===== config.mk =====
export PLATFORM = sky130hd
export DESIGN_NAME = length_prefixed_frame_decoder
export DESIGN_NICKNAME = d
export VERILOG_FILES = /design/src/rtl/core/lpfd_pkg.sv /design/src/rtl/core/lpfd_front.sv /design/src/rtl/core/lpfd_queue.sv /design/src/rtl/core/lpfd_back.sv /design/src/rtl/core/length_prefixed_frame_decoder.sv
export SDC_FILE = /design/constraint.sdc
export NUM_CORES = 1
export LEC_CHECK = 0
export ABC_CLOCK_PERIOD_IN_PS = 8850
export BUFFER_PORTS_ARGS = -buffer_cell sky130_fd_sc_hd__buf_4
export CORE_MARGIN = 3
export CORE_UTILIZATION = 55
export DETAILED_ROUTE_END_ITERATION = 8
export GPL_TIMING_DRIVEN = 0
export PLACE_DENSITY = 0.86
export SETUP_SLACK_MARGIN = 0.1
export SYNTH_ARGS = -nofsm -noshare
export SYNTH_HDL_FRONTEND = slang
export SYNTH_SLANG_ARGS = --single-unit
export TNS_END_PERCENT = 20

===== constraint.sdc =====
create_clock -name clk -period 8.85 [get_ports clk]
set_input_delay 0.885 -clock clk [delete_from_list [all_inputs] [get_ports clk]]
set_output_delay 0.885 -clock clk [all_outputs]
set_load 0.05 [all_outputs]

===== src/rtl/core/lpfd_pkg.sv =====
// shared types and constants for the length-prefixed frame decoder
package lpfd_pkg;

	// stored frame positions, header included
	localparam int FRAME_BYTES = 16;

	// decoded positions
	localparam int SYS_POS = 1;
	localparam int CMD_POS = 2;
	localparam int BODY_FIRST = 3;
	localparam int BODY_BYTES = 12;

	// system and command codes
	localparam logic [7:0] SYS_VIDEO = 8'd2;
	localparam logic [7:0] SYS_BUS = 8'd1;
	localparam logic [7:0] CMD_TIMING = 8'd3;
	localparam logic [7:0] CMD_FORMAT = 8'd1;
	localparam logic [7:0] CMD_RX_SETUP = 8'd1;

	// frames waiting between the assembler and the decoder
	localparam int QDEPTH = 2;
	localparam int QPTR_W = (QDEPTH > 1) ? $clog2(QDEPTH) : 1;
	localparam int QCNT_W = $clog2(QDEPTH + 1);

	typedef enum logic [1:0] {
		KIND_UNKNOWN = 2'd0,
		KIND_VIDEO   = 2'd1,
		KIND_SDI     = 2'd2,
		KIND_BUS     = 2'd3
	} kind_t;

	typedef struct packed {
		kind_t                           kind;
		logic [BODY_BYTES-1:0][7:0]      body;
	} entry_t;

	typedef struct packed {
		logic full;
		logic empty;
	} q_stat_t;

endpackage


===== src/rtl/core/lpfd_front.sv =====
// frame assembler: counts bytes, stores the frame and classifies it on completion
module lpfd_front (
	input  logic            clk,
	input  logic            arst_n,
	input  logic            push,
	input  logic [7:0]      rx_byte,
	input  lpfd_pkg::q_stat_t q_stat,
	output logic            full,
	output logic            q_push,
	output lpfd_pkg::entry_t q_entry
);
	import lpfd_pkg::*;

	logic [7:0] count_q;
	logic [7:0] length_q;
	logic [7:0] store_q [FRAME_BYTES];
	logic [7:0] store_nx [FRAME_BYTES];
	logic       accept;
	logic       header;
	logic [7:0] count_inc;
	logic       done;

	assign full   = q_stat.full;
	assign accept = push && !q_stat.full;
	assign header = (count_q == 8'd0);
	assign count_inc = count_q + 8'd1;

	// a header byte of one closes the frame at once
	assign done = header ? (rx_byte == 8'd1) : (count_inc == length_q);

	always_comb begin
		for (int i = 0; i < FRAME_BYTES; i++) begin
			store_nx[i] = store_q[i];
			if (header) begin
				store_nx[i] = (i == 0) ? rx_byte : 8'd0;
			end else if (count_q == 8'(i)) begin
				store_nx[i] = rx_byte;
			end
		end
	end

	always_comb begin
		logic [7:0] sys;
		logic [7:0] cmd;
		sys = store_nx[SYS_POS];
		cmd = store_nx[CMD_POS];
		priority if (sys == SYS_VIDEO && cmd == CMD_TIMING) begin
			q_entry.kind = KIND_VIDEO;
		end else if (sys == SYS_VIDEO && cmd == CMD_FORMAT) begin
			q_entry.kind = KIND_SDI;
		end else if (sys == SYS_BUS && cmd == CMD_RX_SETUP) begin
			q_entry.kind = KIND_BUS;
		end else begin
			q_entry.kind = KIND_UNKNOWN;
		end
		for (int j = 0; j < BODY_BYTES; j++) begin
			q_entry.body[j] = store_nx[BODY_FIRST + j];
		end
	end

	assign q_push = accept && done;

	always_ff @(posedge clk or negedge arst_n) begin
		if (!arst_n) begin
			count_q  <= 8'd0;
			length_q <= 8'd0;
		end else if (accept) begin
			if (header) begin
				length_q <= rx_byte;
			end
			// length zero wraps the count through 255 to a 256-byte frame
			count_q <= done ? 8'd0 : (header ? 8'd1 : count_inc);
		end
	end

	always_ff @(posedge clk) begin
		if (accept) begin
			store_q <= store_nx;
		end
	end

endmodule


===== src/rtl/core/lpfd_queue.sv =====
// short queue of classified frames between assembler and decoder
module lpfd_queue (
	input  logic             clk,
	input  logic             arst_n,
	input  logic             wr_en,
	input  lpfd_pkg::entry_t wr_entry,
	input  logic             rd_en,
	output lpfd_pkg::entry_t rd_entry,
	output lpfd_pkg::q_stat_t stat
);
	import lpfd_pkg::*;

	entry_t             mem_q [QDEPTH];
	logic [QPTR_W-1:0]  wr_ptr_q;
	logic [QPTR_W-1:0]  rd_ptr_q;
	logic [QCNT_W-1:0]  cnt_q;
	logic               do_wr;
	logic               do_rd;

	assign stat.full  = (cnt_q == QCNT_W'(QDEPTH));
	assign stat.empty = (cnt_q == '0);
	assign do_wr = wr_en && !stat.full;
	assign do_rd = rd_en && !stat.empty;
	assign rd_entry = mem_q[rd_ptr_q];

	function automatic logic [QPTR_W-1:0] ptr_next(input logic [QPTR_W-1:0] p);
		return (p == QPTR_W'(QDEPTH - 1)) ? '0 : p + QPTR_W'(1);
	endfunction

	always_ff @(posedge clk or negedge arst_n) begin
		if (!arst_n) begin
			wr_ptr_q <= '0;
			rd_ptr_q <= '0;
			cnt_q    <= '0;
		end else begin
			if (do_wr) begin
				wr_ptr_q <= ptr_next(wr_ptr_q);
			end
			if (do_rd) begin
				rd_ptr_q <= ptr_next(rd_ptr_q);
			end
			unique case ({do_wr, do_rd})
				2'b10:   cnt_q <= cnt_q + QCNT_W'(1);
				2'b01:   cnt_q <= cnt_q - QCNT_W'(1);
				default: cnt_q <= cnt_q;
			endcase
		end
	end

	always_ff @(posedge clk) begin
		if (do_wr) begin
			mem_q[wr_ptr_q] <= wr_entry;
		end
	end

endmodule


===== src/rtl/core/lpfd_back.sv =====
// field extraction and result output register
module lpfd_back (
	input  logic              clk,
	input  logic              arst_n,
	input  lpfd_pkg::entry_t  q_entry,
	input  lpfd_pkg::q_stat_t q_stat,
	output logic              q_pop,
	input  logic              pop,
	output logic              empty,
	output logic [1:0]        frame_kind,
	output logic [15:0]       word_a,
	output logic [15:0]       word_b,
	output logic [15:0]       word_c,
	output logic [15:0]       word_d,
	output logic [15:0]       word_e,
	output logic [15:0]       word_f
);
	import lpfd_pkg::*;

	logic         valid_q;
	kind_t        kind_q;
	logic [15:0]  words_q [6];
	logic [15:0]  words_nx [6];
	logic         load;

	// refill when the output is free or being taken this cycle
	assign load  = !q_stat.empty && (!valid_q || pop);
	assign q_pop = load;

	always_comb begin
		for (int k = 0; k < 6; k++) begin
			words_nx[k] = 16'd0;
		end
		unique case (q_entry.kind)
			KIND_VIDEO: begin
				for (int k = 0; k < 6; k++) begin
					words_nx[k] = {q_entry.body[2*k], q_entry.body[2*k+1]};
				end
			end
			KIND_SDI: begin
				words_nx[0] = {8'd0, q_entry.body[0]};
				words_nx[1] = {8'd0, q_entry.body[1]};
				words_nx[2] = {q_entry.body[2], q_entry.body[3]};
				words_nx[3] = {q_entry.body[4], q_entry.body[5]};
			end
			KIND_BUS: begin
				for (int k = 0; k < 6; k++) begin
					words_nx[k] = {8'd0, q_entry.body[k]};
				end
			end
			KIND_UNKNOWN: begin
				words_nx[0] = 16'd0;
			end
			default: begin
				words_nx[0] = 16'd0;
			end
		endcase
	end

	always_ff @(posedge clk or negedge arst_n) begin
		if (!arst_n) begin
			valid_q <= 1'b0;
		end else if (load) begin
			valid_q <= 1'b1;
		end else if (pop) begin
			valid_q <= 1'b0;
		end
	end

	always_ff @(posedge clk) begin
		if (load) begin
			kind_q  <= q_entry.kind;
			words_q <= words_nx;
		end
	end

	assign empty      = !valid_q;
	assign frame_kind = kind_q;
	assign word_a     = words_q[0];
	assign word_b     = words_q[1];
	assign word_c     = words_q[2];
	assign word_d     = words_q[3];
	assign word_e     = words_q[4];
	assign word_f     = words_q[5];

endmodule


===== src/rtl/core/length_prefixed_frame_decoder.sv =====
// top level of the length-prefixed frame decoder
//
// input side: one link byte per request on rx_byte, taken when push is high
// and full is low. the first byte of a frame is its total length, header
// included; a length of zero means 256 bytes. the next bytes are the
// system code, command code and body, until the count reaches the length.
// result side: one request per completed frame. while empty is low the
// oldest result sits on frame_kind and word_a..word_f; pop takes it.
// throughput: one byte per cycle, sustained, with the result side popping.
// the last byte of a frame is written into the frame queue; from there
// the result is loaded into the output register once that is free or
// being popped.
// a queue of two frames plus the output register lets the receiver stall;
// full rises only when all three hold results, and then no byte is taken.
// reset: the frame queue and the output register empty, the byte count at
// zero, so the next byte taken is read as a header.
module length_prefixed_frame_decoder (
	input  logic        clk,
	input  logic        arst_n,
	input  logic        push,
	output logic        full,
	input  logic [7:0]  rx_byte,
	output logic        empty,
	input  logic        pop,
	output logic [1:0]  frame_kind,
	output logic [15:0] word_a,
	output logic [15:0] word_b,
	output logic [15:0] word_c,
	output logic [15:0] word_d,
	output logic [15:0] word_e,
	output logic [15:0] word_f
);
	import lpfd_pkg::*;

	q_stat_t q_stat;
	entry_t  wr_entry;
	entry_t  rd_entry;
	logic    q_push;
	logic    q_pop;

	lpfd_front u_front (
		.clk     (clk),
		.arst_n  (arst_n),
		.push    (push),
		.rx_byte (rx_byte),
		.q_stat  (q_stat),
		.full    (full),
		.q_push  (q_push),
		.q_entry (wr_entry)
	);

	lpfd_queue u_queue (
		.clk      (clk),
		.arst_n   (arst_n),
		.wr_en    (q_push),
		.wr_entry (wr_entry),
		.rd_en    (q_pop),
		.rd_entry (rd_entry),
		.stat     (q_stat)
	);

	lpfd_back u_back (
		.clk        (clk),
		.arst_n     (arst_n),
		.q_entry    (rd_entry),
		.q_stat     (q_stat),
		.q_pop      (q_pop),
		.pop        (pop),
		.empty      (empty),
		.frame_kind (frame_kind),
		.word_a     (word_a),
		.word_b     (word_b),
		.word_c     (word_c),
		.word_d     (word_d),
		.word_e     (word_e),
		.word_f     (word_f)
	);

endmodule


==> flow_metrics.env <==
export IMPL_finalNetCount=1388
export IMPL_core_area_sq_mm=0.0316
export IMPL_diodes=0
export IMPL_overflow=0
export IMPL_critPathCaptureType="flip-flop"
export IMPL_drt_initial_drc_count=1480
export IMPL_switchingPower_mw=2.93
export IMPL_tightestPinTransition_ns=1.10
export IMPL_min_period_over_period_pct=49.0
export IMPL_synth_area_sq_mm=0.0177
export IMPL_fmax_mhz=231
export IMPL_dpl_hpwl_mm=29.0
export IMPL_grt_pass1_vias=11200
export IMPL_postCtsHoldBufs=0
export IMPL_placementRows=65
export IMPL_numCtsBuffers=43
export IMPL_drtPass1Iterations=6
export IMPL_io_pins=112
export IMPL_synth_top_area_share_pct=68.8
export IMPL_power_internal_mw=4.90
export IMPL_ant_nets=0
export IMPL_area_growth_pct=16.9
export IMPL_cts_tree="yes"
export IMPL_cts_resized=0
export IMPL_drv_slew=0
export IMPL_die_y_microns=185
export IMPL_p_sw_share_pct=37.4
export IMPL_clk_root_buffer_cell="clkbuf_16"
export IMPL_outcome="complete, no violations"
export IMPL_dp_cells=1728
export IMPL_grt_antenna_before_repair=0
export IMPL_rsz0062_at_grt="false"
export IMPL_fin_util_pct=65.5
export IMPL_synth_edff_count=406
export IMPL_hold_viol=0
export IMPL_rr_startpoint="u_front.count_q[0]"
export IMPL_clk_path_buf_depth=3
export IMPL_die_x_microns=185
export IMPL_syn_num_nets=1215
export IMPL_slowest_stage="nor3_2"
export IMPL_synthDistinctLibCells=52
export IMPL_path_clk_slew_ns=0.07
export IMPL_final_common_cell="edfxtp_1"
export IMPL_p_comb_share_pct=36.1
export IMPL_syn_avg_cell_area_sq_um=14.8
export IMPL_crit_fanout=12
export IMPL_post_drt_wl_per_cell_microns=24.6
export IMPL_grt_max_degree=48
export IMPL_fill_cells=2046
export IMPL_track_usage_pct=25.3
export IMPL_cap_violations=0
export IMPL_holdWs_ns=0.228
export IMPL_cts_max_level=2
export IMPL_synthCells=1198
export IMPL_initial_core_util_pct=56.0
export IMPL_port_buffers=105
export IMPL_drc=0
export IMPL_total_power_mw=7.83
export IMPL_clock_sinks=427
export IMPL_crit_required_ns=9.10
export IMPL_power_frac_seq_pct=41.2
export IMPL_p_per_area_mw_per_mm2=378
export IMPL_clk_latency_ns=0.55
export IMPL_async_reset_ff_share_pct=4.92
export IMPL_worstSetupStartpoint="u_front.count_q[0]"
export IMPL_setup_viol=0
export IMPL_max_stage_delay_ns=0.64
export IMPL_startpoint_type="flip-flop"
export IMPL_worst_setup_path_type="reg2reg"
export IMPL_vdd_drop_max_mv=0.177
export IMPL_place_gp_congestion=0.941
export IMPL_synthTopCellsByArea="edfxtp_1, mux2i_1, dfrtp_1"
export IMPL_arrival_ns=4.59
export IMPL_drive_gt1_share_pct=17.4
export IMPL_relSlewSlack_pct=27.0
export IMPL_min_delay_path_class="in2async"
export IMPL_cp_common_cell="buf_6"
export IMPL_skew_ns=0.0213
export IMPL_synth_seq_area_share_pct=71.8
export IMPL_design_die_area_sq_mm=0.0344
export IMPL_post_cts_buffers=0
export IMPL_fin_cells=1805
export IMPL_synth_top_area_cell="edfxtp_1"
export IMPL_totalWireLength_mm=44.4
export IMPL_grt_pass1_wl_mm=65.6
export IMPL_synth_ff_type="edfxtp_1"
export IMPL_leakage_nw=7.92
export IMPL_fin_crit_ns=4.34
export IMPL_vias=11500
export IMPL_synth_seq_cells=427
export IMPL_yosys_warnings=0
export IMPL_worstPathCellList="ha_1 > clkbuf_1 > and3_1 > and3_1 > o2111ai_1 > nor4_4 > a21oi_1 > nor3_2 > buf_6 > buf_6 > buf_6 > buf_6 > buf_6"
export IMPL_layout_common_cells="edfxtp_1, mux2i_1, buf_4"
export IMPL_clkPwrFrac_pct=22.7
export IMPL_viasPerCell=6.38
==> power groups by stage <==
stage / clock (mW) / sequential, mW / combinational (mW)
final: 1.78 / 3.22 / 2.83
after global routing: 1.87 / 3.26 / 2.97
after CTS: 1.79 / 3.22 / 2.78
after detailed placement: 0 / 3.25 / 2.75
after global placement: 0 / 3.32 / 2.59
after floorplan: 0 / 3.81 / 1.35
==> cell usage after synthesis (7+ instances only) <==
library cell	number
a211oi_1	32
a22o_1	14
buf_2	12
nor2_1	103
xnor2_1	13
a21oi_1	66
mux2i_1	151
xor2_1	8
mux2_2	24
clkbuf_1	47
inv_1	9
nor4_1	7
edfxtp_1	406
nand2_1	69
nor2b_1	19
o21ai_0	10
o22ai_1	49
nand3_1	55
buf_1	20
dfrtp_1	21
==> metrics by stage <==
| stage | setup slack (ns) | TNS [ns] | area, sq um |
|---|---|---|---|
| floorplan | -0.354 | -69.40 | 17700 |
| global placement | -4.64 | -906.76 | 19000 |
| detailed placement | 4.64 | 0 | 19300 |
| CTS | 4.61 | 0 | 20700 |
| global route | 4.27 | 0 | 20700 |
| finish | 4.51 | 0 | 20700 |
==> per-layer routing <==
| metal | GRT usage, % | up-vias | wire [microns] |
|---|---|---|---|
| li1 | - | 4914 | - |
| met1 | 33.5 | 5576 | 16300 |
| met2 | 39.9 | 839 | 20700 |
| met3 | 5.42 | 184 | 5080 |
| met4 | 12.9 | 0 | 2320 |
| met5 | 0 | - | 0 |
==> cells by family after synthesis <==
group	synth area share [%]
XOR/XNOR	1.04
adder cells (fa/ha/maj)	0.353
AO/OA/AOI/OAI	7.00
multiplexers	10.1
buffers and inverters	2.05
AND/OR/NAND/NOR	7.69
flip-flops	71.8
==> worst paths after layout <==
kind,to,slack (ns),cells past startpoint
worst max-delay path,u_queue.mem_q[0][19],4.51,13
worst min-delay path,u_queue.rd_ptr_q,0.23,1
worst max register to register,u_queue.mem_q[0][19],4.51,13
worst min register to register,u_queue.cnt_q[1],0.53,1
max in group asynchronous,u_front.length_q[1],8.39,1
min in group clk,u_queue.cnt_q[1],0.53,1
==> critical path: cells and delay by family, from the launching register on <==
family	cells	cell delay, ns
fa+ha+maj	1	0.18
compound gates	2	0.39
flops	1	0.47
simple gates	4	1.62
buf+inv	6	1.36
==> area by class of cell <==
class                      instances  area, sq um  area share, %
clock buffer                      52         1130           5.46
clock inverter                    25          244           1.18
inverter                           9         33.8          0.163
multi-input combinational        680         4650           22.5
sequential                       427        12700           61.4
buffer                            82          333           1.61
timing repair buffer             128         1090           5.29
tap                              402          503           2.43
==> flip-flops by register name (all words and copies together) (netlist names) <==
register,cells
u_back.frame_kind,2
u_back.word_a,16
u_front.length_q,8
u_back.word_e,16
u_back.word_c,16
u_queue.mem_q,196
u_queue.cnt_q,2
u_back.valid_q,1
u_back.word_d,16
u_front.count_q,8
u_queue.rd_ptr_q,1
u_back.word_b,16
u_front.store_q,112
u_back.word_f,16
u_queue.wr_ptr_q,1
Note: power is estimated with default switching activity, not from simulation.
